## src/sv/psdmx_pkg.sv

```systemverilog
// ============================================================================
// psdmx_pkg
// Shared types and constants for the program stream PES demultiplexer.
// ============================================================================
package psdmx_pkg;

    typedef enum logic [3:0] {
        PH_HUNT     = 4'd0,
        PH_CODE     = 4'd1,
        PH_PACK1ST  = 4'd2,
        PH_PACKSKIP = 4'd3,
        PH_PACK2    = 4'd4,
        PH_LENHI    = 4'd5,
        PH_LENLO    = 4'd6,
        PH_SKIP     = 4'd7,
        PH_HDR1ST   = 4'd8,
        PH_STD2     = 4'd9,
        PH_AFTERSTD = 4'd10,
        PH_TS1      = 4'd11,
        PH_M2FLAGS2 = 4'd12,
        PH_M2HLEN   = 4'd13,
        PH_M2HDR    = 4'd14,
        PH_PAYLOAD  = 4'd15
    } phase_t;

    localparam int TS_W = 33;
    typedef logic [TS_W-1:0] ts_t;

    localparam logic [7:0] PACK_START_CODE = 8'hBA;
    localparam logic [7:0] FIRST_STREAM_ID = 8'hBB;
    localparam logic [7:0] STUFFING_BYTE   = 8'hFF;
    localparam logic [7:0] MPEG1_NO_TS     = 8'h0F;
    localparam logic [7:0] TARGET_RESET    = 8'hE0;
    localparam logic [7:0] HI2_MASK        = 8'hC0;
    localparam logic [7:0] HI4_MASK        = 8'hF0;
    localparam logic [7:0] MPEG2_MARK      = 8'h40;
    localparam logic [7:0] STD_MARK        = 8'h40;
    localparam logic [7:0] M1_PTS_MARK     = 8'h20;
    localparam logic [7:0] M1_PTSDTS_MARK  = 8'h30;
    localparam logic [7:0] M2_HDR_MARK     = 8'h80;
    localparam logic [7:0] M2_PTS_FLAGS    = 8'h80;
    localparam logic [7:0] M2_PTSDTS_FLAGS = 8'hC0;

    localparam logic [3:0] NEED_NONE   = 4'd0;
    localparam logic [3:0] NEED_PTS    = 4'd5;
    localparam logic [3:0] NEED_PTSDTS = 4'd10;

endpackage

```

## src/sv/program_stream_pes_demux_unit.sv

```systemverilog
// ============================================================================
// program_stream_pes_demux_unit
// Byte-serial MPEG-1/MPEG-2 program stream parser that passes on the payload
// bytes of one PES stream id together with its timestamps.
// ============================================================================
//
//  channel  | handshake            | payload
//  ---------+----------------------+-----------------------------------------
//  input    | in_valid / in_ready  | data_byte
//  output   | out_valid / out_ready| payload_byte, packet_first, packet_last,
//           |                      | timestamp_valid, presentation_time,
//           |                      | decode_time
//  config   | cfg_wr_en            | cfg_wr_data (target stream id)
//
// Each stream byte is taken into an input register and parsed from there, so
// one beat is accepted per clock while the output is not stalled, and a
// payload beat passes through the input register and then the output register.
// Reset puts the parser in start code hunting with target id 0xE0.
// A stalled output holds the parse stage, and input ready falls only when the
// input register is full and cannot move on.
module program_stream_pes_demux_unit
    import psdmx_pkg::*;
(
    input  logic        clk,
    input  logic        rst_n,
    input  logic        in_valid,
    output logic        in_ready,
    input  logic [7:0]  data_byte,
    output logic        out_valid,
    input  logic        out_ready,
    output logic [7:0]  payload_byte,
    output logic        packet_first,
    output logic        packet_last,
    output logic        timestamp_valid,
    output ts_t         presentation_time,
    output ts_t         decode_time,
    input  logic        cfg_wr_en,
    input  logic [7:0]  cfg_wr_data
);

    function automatic ts_t ts_shift(input ts_t acc, input logic [2:0] pos,
                                     input logic [7:0] b);
        ts_t r;
        if (pos == 3'd0) begin
            r = {30'd0, b[3:1]};
        end else if (pos == 3'd1 || pos == 3'd3) begin
            r = {acc[TS_W-9:0], b};
        end else begin
            r = {acc[TS_W-8:0], b[7:1]};
        end
        return r;
    endfunction

    logic [7:0]  target_reg;
    logic        in_valid_reg;
    logic [7:0]  in_byte_reg;

    phase_t      phase_reg, phase_next;
    logic [1:0]  prefix_reg, prefix_next;
    logic [3:0]  fpos_reg, fpos_next;
    logic [15:0] pkt_left_reg, pkt_left_next;
    logic [7:0]  hdr_left_reg, hdr_left_next;
    logic [7:0]  flag_reg, flag_next;
    ts_t         pts_reg, pts_next;
    ts_t         dts_reg, dts_next;
    logic        have_ts_reg, have_ts_next;
    logic        first_reg, first_next;

    logic        out_valid_reg;
    logic [7:0]  payload_reg;
    logic        first_out_reg;
    logic        last_out_reg;
    logic        ts_valid_reg;
    ts_t         pts_out_reg;
    ts_t         dts_out_reg;

    logic        advance;
    logic        emit;

    assign advance  = in_valid_reg && (!out_valid_reg || out_ready);
    assign in_ready = !in_valid_reg || advance;

    always_comb
    begin
        logic [7:0]  b;
        logic [15:0] pkt_dec;
        logic [7:0]  hdr_dec;
        logic        ts_do;
        logic        form_do;
        logic [3:0]  ts_need;
        logic [3:0]  ts_pos;
        logic [3:0]  pos_sub;

        b         = in_byte_reg;
        pkt_dec   = (pkt_left_reg != 16'd0) ? pkt_left_reg - 16'd1 : 16'd0;
        hdr_dec   = (hdr_left_reg != 8'd0) ? hdr_left_reg - 8'd1 : 8'd0;
        ts_do     = 1'b0;
        form_do   = 1'b0;
        ts_need   = NEED_NONE;
        ts_pos    = fpos_reg;
        pos_sub   = 4'd0;
        emit      = 1'b0;

        phase_next    = phase_reg;
        prefix_next   = prefix_reg;
        fpos_next     = fpos_reg;
        pkt_left_next = pkt_left_reg;
        hdr_left_next = hdr_left_reg;
        flag_next     = flag_reg;
        pts_next      = pts_reg;
        dts_next      = dts_reg;
        have_ts_next  = have_ts_reg;
        first_next    = first_reg;

        unique case (phase_reg)
            PH_CODE:
            begin
                if (b == PACK_START_CODE) begin
                    phase_next = PH_PACK1ST;
                end else if (b >= FIRST_STREAM_ID) begin
                    flag_next  = b;
                    phase_next = PH_LENHI;
                end else begin
                    phase_next  = PH_HUNT;
                    prefix_next = 2'd0;
                end
            end
            PH_PACK1ST:
            begin
                if ((b & HI2_MASK) == MPEG2_MARK) begin
                    hdr_left_next = 8'd9;
                    phase_next    = PH_PACK2;
                end else begin
                    hdr_left_next = 8'd7;
                    phase_next    = PH_PACKSKIP;
                end
            end
            PH_PACK2:
            begin
                hdr_left_next = hdr_left_reg - 8'd1;
                if (hdr_left_next == 8'd0) begin
                    hdr_left_next = {5'd0, b[2:0]};
                    if (b[2:0] == 3'd0) begin
                        phase_next  = PH_HUNT;
                        prefix_next = 2'd0;
                    end else begin
                        phase_next = PH_PACKSKIP;
                    end
                end
            end
            PH_PACKSKIP:
            begin
                hdr_left_next = hdr_dec;
                if (hdr_dec == 8'd0) begin
                    phase_next  = PH_HUNT;
                    prefix_next = 2'd0;
                end
            end
            PH_LENHI:
            begin
                pkt_left_next = {b, 8'd0};
                phase_next    = PH_LENLO;
            end
            PH_LENLO:
            begin
                pkt_left_next = {pkt_left_reg[15:8], b};
                if (pkt_left_next == 16'd0) begin
                    phase_next  = PH_HUNT;
                    prefix_next = 2'd0;
                end else if (flag_reg == target_reg) begin
                    have_ts_next = 1'b0;
                    first_next   = 1'b1;
                    fpos_next    = 4'd0;
                    phase_next   = PH_HDR1ST;
                end else begin
                    phase_next = PH_SKIP;
                end
            end
            PH_SKIP:
            begin
                pkt_left_next = pkt_dec;
                if (pkt_dec == 16'd0) begin
                    phase_next  = PH_HUNT;
                    prefix_next = 2'd0;
                end
            end
            PH_HDR1ST, PH_STD2, PH_AFTERSTD, PH_TS1,
            PH_M2FLAGS2, PH_M2HLEN, PH_M2HDR:
            begin
                pkt_left_next = pkt_dec;
                case (phase_reg)
                    PH_HDR1ST:
                    begin
                        if (b == STUFFING_BYTE) begin
                            phase_next = PH_HDR1ST;
                        end else if ((b & HI2_MASK) == STD_MARK) begin
                            phase_next = PH_STD2;
                        end else begin
                            form_do = 1'b1;
                        end
                    end
                    PH_STD2:
                    begin
                        phase_next = PH_AFTERSTD;
                    end
                    PH_AFTERSTD:
                    begin
                        form_do = 1'b1;
                    end
                    PH_TS1:
                    begin
                        ts_do   = 1'b1;
                        ts_need = ((flag_reg & HI4_MASK) == M1_PTSDTS_MARK) ?
                                  NEED_PTSDTS : NEED_PTS;
                        hdr_left_next = hdr_dec;
                        if (hdr_dec == 8'd0) begin
                            phase_next = PH_PAYLOAD;
                        end
                    end
                    PH_M2FLAGS2:
                    begin
                        flag_next  = b;
                        phase_next = PH_M2HLEN;
                    end
                    PH_M2HLEN:
                    begin
                        hdr_left_next = b;
                        fpos_next     = 4'd0;
                        phase_next    = (b == 8'd0) ? PH_PAYLOAD : PH_M2HDR;
                    end
                    default:
                    begin
                        ts_do = 1'b1;
                        if ((flag_reg & HI2_MASK) == M2_PTSDTS_FLAGS) begin
                            ts_need = NEED_PTSDTS;
                        end else if ((flag_reg & HI2_MASK) == M2_PTS_FLAGS) begin
                            ts_need = NEED_PTS;
                        end else begin
                            ts_need = NEED_NONE;
                        end
                        hdr_left_next = hdr_dec;
                        if (hdr_dec == 8'd0) begin
                            phase_next = PH_PAYLOAD;
                        end
                    end
                endcase

                if (form_do) begin
                    if ((b & HI4_MASK) == M1_PTS_MARK ||
                        (b & HI4_MASK) == M1_PTSDTS_MARK) begin
                        ts_do         = 1'b1;
                        ts_need       = ((b & HI4_MASK) == M1_PTSDTS_MARK) ?
                                        NEED_PTSDTS : NEED_PTS;
                        ts_pos        = 4'd0;
                        flag_next     = b;
                        hdr_left_next = {4'd0, ts_need - 4'd1};
                        phase_next    = PH_TS1;
                    end else if ((b & HI2_MASK) == M2_HDR_MARK) begin
                        phase_next = PH_M2FLAGS2;
                    end else if (b == MPEG1_NO_TS) begin
                        phase_next = PH_PAYLOAD;
                    end else begin
                        phase_next = PH_SKIP;
                    end
                end

                if (ts_do) begin
                    pos_sub = ts_pos - 4'd5;
                    if (ts_pos < ts_need) begin
                        if (ts_pos < 4'd5) begin
                            pts_next = ts_shift(pts_reg, ts_pos[2:0], b);
                        end else begin
                            dts_next = ts_shift(dts_reg, pos_sub[2:0], b);
                        end
                        if (ts_pos + 4'd1 == ts_need) begin
                            have_ts_next = 1'b1;
                            if (ts_need == NEED_PTS) begin
                                dts_next = pts_next;
                            end
                        end
                    end
                    fpos_next = (ts_pos < 4'd10) ? ts_pos + 4'd1 : ts_pos;
                end

                if (pkt_dec == 16'd0) begin
                    phase_next  = PH_HUNT;
                    prefix_next = 2'd0;
                end
            end
            PH_PAYLOAD:
            begin
                emit          = 1'b1;
                first_next    = 1'b0;
                pkt_left_next = pkt_dec;
                if (pkt_dec == 16'd0) begin
                    phase_next  = PH_HUNT;
                    prefix_next = 2'd0;
                end
            end
            default:
            begin
                phase_next = PH_HUNT;
                if (b == 8'd1 && prefix_reg == 2'd2) begin
                    phase_next  = PH_CODE;
                    prefix_next = 2'd0;
                end else if (b == 8'd0) begin
                    prefix_next = (prefix_reg < 2'd2) ? prefix_reg + 2'd1 : 2'd2;
                end else begin
                    prefix_next = 2'd0;
                end
            end
        endcase
    end

    always_ff @(posedge clk or negedge rst_n)
    begin
        if (!rst_n) begin
            target_reg    <= TARGET_RESET;
            in_valid_reg  <= 1'b0;
            out_valid_reg <= 1'b0;
            phase_reg     <= PH_HUNT;
            prefix_reg    <= 2'd0;
            fpos_reg      <= 4'd0;
            pkt_left_reg  <= 16'd0;
            hdr_left_reg  <= 8'd0;
            flag_reg      <= 8'd0;
            pts_reg       <= '0;
            dts_reg       <= '0;
            have_ts_reg   <= 1'b0;
            first_reg     <= 1'b0;
        end else begin
            if (cfg_wr_en) begin
                target_reg <= cfg_wr_data;
            end
            if (in_ready) begin
                in_valid_reg <= in_valid;
            end
            if (advance) begin
                phase_reg    <= phase_next;
                prefix_reg   <= prefix_next;
                fpos_reg     <= fpos_next;
                pkt_left_reg <= pkt_left_next;
                hdr_left_reg <= hdr_left_next;
                flag_reg     <= flag_next;
                pts_reg      <= pts_next;
                dts_reg      <= dts_next;
                have_ts_reg  <= have_ts_next;
                first_reg    <= first_next;
            end
            if (advance && emit) begin
                out_valid_reg <= 1'b1;
            end else if (out_ready) begin
                out_valid_reg <= 1'b0;
            end
        end
    end

    always_ff @(posedge clk)
    begin
        if (in_ready && in_valid) begin
            in_byte_reg <= data_byte;
        end
        if (advance && emit) begin
            payload_reg   <= in_byte_reg;
            first_out_reg <= first_reg;
            last_out_reg  <= (pkt_left_reg <= 16'd1);
            ts_valid_reg  <= have_ts_reg;
            pts_out_reg   <= have_ts_reg ? pts_reg : '0;
            dts_out_reg   <= have_ts_reg ? dts_reg : '0;
        end
    end

    assign out_valid         = out_valid_reg;
    assign payload_byte      = payload_reg;
    assign packet_first      = first_out_reg;
    assign packet_last       = last_out_reg;
    assign timestamp_valid   = ts_valid_reg;
    assign presentation_time = pts_out_reg;
    assign decode_time       = dts_out_reg;

endmodule
```

## config.mk

```make
export PLATFORM = sky130hd
export DESIGN_NAME = program_stream_pes_demux_unit
export DESIGN_NICKNAME = d
export VERILOG_FILES = /design/src/sv/psdmx_pkg.sv /design/src/sv/program_stream_pes_demux_unit.sv
export SDC_FILE = /design/constraint.sdc
export NUM_CORES = 1
export LEC_CHECK = 0
export BUFFER_PORTS_ARGS = -buffer_cell sky130_fd_sc_hd__clkbuf_2
export CORE_MARGIN = 2
export CORE_UTILIZATION = 60
export DETAILED_ROUTE_END_ITERATION = 12
export HOLD_SLACK_MARGIN = 0.15
export PLACE_DENSITY = 0.86
export SYNTH_ARGS = -nofsm -noshare
export SYNTH_HDL_FRONTEND = slang
export SYNTH_SLANG_ARGS = --single-unit
export TNS_END_PERCENT = 5
```

## constraint.sdc

```tcl
create_clock -name clk -period 4.7 [get_ports clk]
set_clock_uncertainty 0.05 [all_clocks]
set_input_delay 0.47 -clock clk [delete_from_list [all_inputs] [get_ports clk]]
set_output_delay 0.47 -clock clk [all_outputs]
set_load 0.02 [all_outputs]
```

==> flow_metrics.env <==
export IMPL_status="completed"
export IMPL_grt_max_degree=78
export IMPL_place_hpwl_um=20300
export IMPL_place_congestion=0.934
export IMPL_r2r_start="in_byte_reg[7]"
export IMPL_r2r_end="dts_reg[20]"
export IMPL_cp_slowest_cell="edfxtp_1"
export IMPL_htree_levels=1
export IMPL_vias_per_cell=6.52
export IMPL_synth_distinct_cells=95
export IMPL_synth_cells=1133
export IMPL_hold_violations=0
export IMPL_netSwitchingFraction=0.233
export IMPL_port_buffers=99
export IMPL_synth_ff_type="dfrtp_1"
export IMPL_first_pass_iters=9
export IMPL_p_int_mw=3.05
export IMPL_nets=1258
export IMPL_die_area_mm2=0.0200
export IMPL_seq_area_frac_synth=0.491
export IMPL_grt_pass1_wl_um=48500
export IMPL_fmax_mhz=232
export IMPL_setup_viol=0
export IMPL_overflow=0
export IMPL_synth_edf_count=85
export IMPL_clk_pin_slew_ns=0.06
export IMPL_leakagePower_nw=5.57
export IMPL_slowest_delay_ns=0.60
export IMPL_fin_total_pwr_mw=3.97
export IMPL_wire_per_inst_um=20.6
export IMPL_fin_tns_setup_ns=0
export IMPL_pwr_share_comb=0.084
export IMPL_placedCellCount=1423
export IMPL_reg2reg_slack_ns=0.40
export IMPL_hold_class="input port to flop"
export IMPL_cts_root_buf="clkbuf_16"
export IMPL_period_needed_ns=4.30
export IMPL_stdcell_count=1470
export IMPL_cp_data_arrival_time_ns=4.62
export IMPL_drc_errors=0
export IMPL_syn_avg_cell_area_um2=10.0
export IMPL_slew_violations=0
export IMPL_layout_drive_gt1_share=0.179
export IMPL_core_area_mm2=0.0186
export IMPL_routed_wl_um=30300
export IMPL_cts_path_max_buffers=3
export IMPL_cts_sinks=205
export IMPL_min_from="cfg_wr_data[1]"
export IMPL_syn2layout_area_growth_pct=13.2
export IMPL_cp_max_fo=15
export IMPL_rsz0062_at_grt="false"
export IMPL_vias=9586
export IMPL_crit_type="flop to flop"
export IMPL_die_w_um=141
export IMPL_drtIter0Drc=1293
export IMPL_ir_drop_uv=309
export IMPL_end_kind="flop"
export IMPL_r2r_cells=15
export IMPL_path_cells="nand4_1 -> o211a_2 -> o21ai_1 -> buf_4 -> nand2_1 -> inv_1 -> ha_1 -> ha_1 -> nand2b_1 -> o22ai_1 -> a21oi_4 -> buf_4 -> mux2i_1 -> o21ai_0 -> a221o_1"
export IMPL_grt_use_total=0.300
export IMPL_antenna_found_initial=1
export IMPL_period_share=0.915
export IMPL_clkPwrFrac=0.425
export IMPL_syn_nets=1169
export IMPL_maxCapViolCount=0
export IMPL_min_to="target_reg[1]"
export IMPL_cts_tree="yes"
export IMPL_critPathLaunchType="flop"
export IMPL_detail_route_antenna_nets=0
export IMPL_antenna_cells=0
export IMPL_ys_async_sr_fraction=0.585
export IMPL_syn_cell_area_mm2=0.0113
export IMPL_rows=50
export IMPL_holdWs_ns=0.167
export IMPL_hold_depth=2
export IMPL_cts_made_buffers=21
export IMPL_ios=100
export IMPL_required_ns=5.02
export IMPL_grt_pass1_vias=9228
export IMPL_clock_latency_ns=0.49
export IMPL_p_switching_uw=928
export IMPL_p_seq_frac=0.491
export IMPL_initial_core_util=0.608
export IMPL_ys_warn_count=0
export IMPL_tightest_slew_ns=1.06
export IMPL_die_h_um=141
export IMPL_ys_ff_latch=205
export IMPL_relSlewSlack=0.295
export IMPL_power_density_mw_per_mm2=310
## final cells by class
cell class,count,area (um^2)
Clock buffer,27,568
Clock inverter,10,125
Fill cell,1400,5820
Inverter,28,105
Multi-Input combinational cell,824,5320
Sequential cell,205,5560
Tap cell,234,293
Timing Repair Buffer,142,846
## metal layers
metal  track usage  vias to the layer above  share of wire
met3        0.0439                      150          0.092
li1              -                     4308              -
met5             0                        -        0.00036
met1         0.406                     4510           0.39
met2         0.483                      616           0.47
met4         0.137                        2          0.047
## cell usage after synthesis (5+ instances only)
master,n,area share
nand2_1,159,0.053
dfrtp_1,117,0.26
o21ai_0,89,0.039
edfxtp_1,85,0.23
nor2_1,82,0.027
and2_1,74,0.041
mux2i_1,51,0.045
clkbuf_1,49,0.016
a21oi_1,39,0.017
a221o_1,29,0.026
inv_1,27,0.0089
mux2_2,23,0.023
nor3_1,22,0.0097
nand3_1,20,0.0088
buf_2,19,0.0084
ha_1,15,0.017
nand2b_1,14,0.0077
o22ai_1,13,0.0072
a31oi_1,11,0.0061
xor2_1,11,0.0085
a32oi_1,10,0.0077
a22oi_1,9,0.0060
nor4_1,8,0.0044
o21ai_1,8,0.0035
a22o_1,7,0.0054
nor2b_1,7,0.0039
o211ai_1,7,0.0046
a21o_1,6,0.0040
nand3b_1,5,0.0033
or3_1,5,0.0028
## layout by cell type, fill, tap and decap left out, types with 34 or more instances in the layout
cell type	netlist	routed
clkbuf_2	1	98
mux2i_1	51	51
nor2_1	82	81
o21ai_0	89	89
a21oi_1	39	39
buf_4	2	34
dfrtp_1	117	117
edfxtp_1	85	85
nand2_1	159	159
and2_1	74	74
## per-stage QoR
| step | util | worst slack, ns | cell area (um^2) |
|---|---|---|---|
| after floorplan | - | 1.18 | 11300 |
| after global placement | 0.645 | 0.601 | 12000 |
| after detailed placement | 0.645 | 0.497 | 12000 |
| after CTS | 0.688 | 0.459 | 12800 |
| after global routing | 0.688 | 0.161 | 12800 |
| final | 0.688 | 0.397 | 12800 |
## cells by family (layout without fill, tap and decap cells)
kind of cell	Yosys count	in the layout	synth area share
fa+ha+maj	15	15	0.0166
flops	205	205	0.491
xor+xnor	15	15	0.0116
compound gates	285	285	0.176
simple gates	431	431	0.193
buf+inv	104	207	0.0400
mux	78	78	0.0721
## worst max-delay path, delay by kind of cell, from the launching register on
family                   cells  cell delay, ns
AO/OA/AOI/OAI                6            1.69
multiplexers                 1            0.26
adder cells (fa/ha/maj)      2            0.36
flip-flops                   1            0.60
AND/OR/NAND/NOR              3            0.56
buffers and inverters        3            0.67
## power groups by stage
stage	Combinational [mW]	Clock, mW	Sequential [mW]
2_1_floorplan	0.231	0	1.96
3_3_place_gp	0.311	0	1.98
3_5_place_dp	0.319	0	1.98
4_1_cts	0.328	1.70	1.95
5_1_grt	0.368	1.77	1.95
6_report	0.335	1.69	1.95
## worst max-delay path by stage
| stage | from | end | slack, ns | depth (start not counted) |
|---|---|---|---|---|
| finish | in_byte_reg[7] | dts_reg[20] | 0.40 | 15 |
| CTS | in_byte_reg[7] | dts_reg[13] | 0.46 | 9 |
| global placement | in_byte_reg[7] | dts_reg[27] | 0.60 | 9 |
| floorplan | in_byte_reg[7] | dts_reg[11] | 1.18 | 15 |
| detailed placement | in_byte_reg[7] | dts_reg[11] | 0.50 | 9 |
| global route | in_byte_reg[7] | dts_reg[7] | 0.16 | 11 |
## timing repair
item / in CTS / in global routing
hold buffers: 10 / 0
resized for setup: 0 / 0
hold endpoints to repair: 60 / 0
setup buffers: 0 / 0
Note: power is estimated with default switching activity, not from simulation.
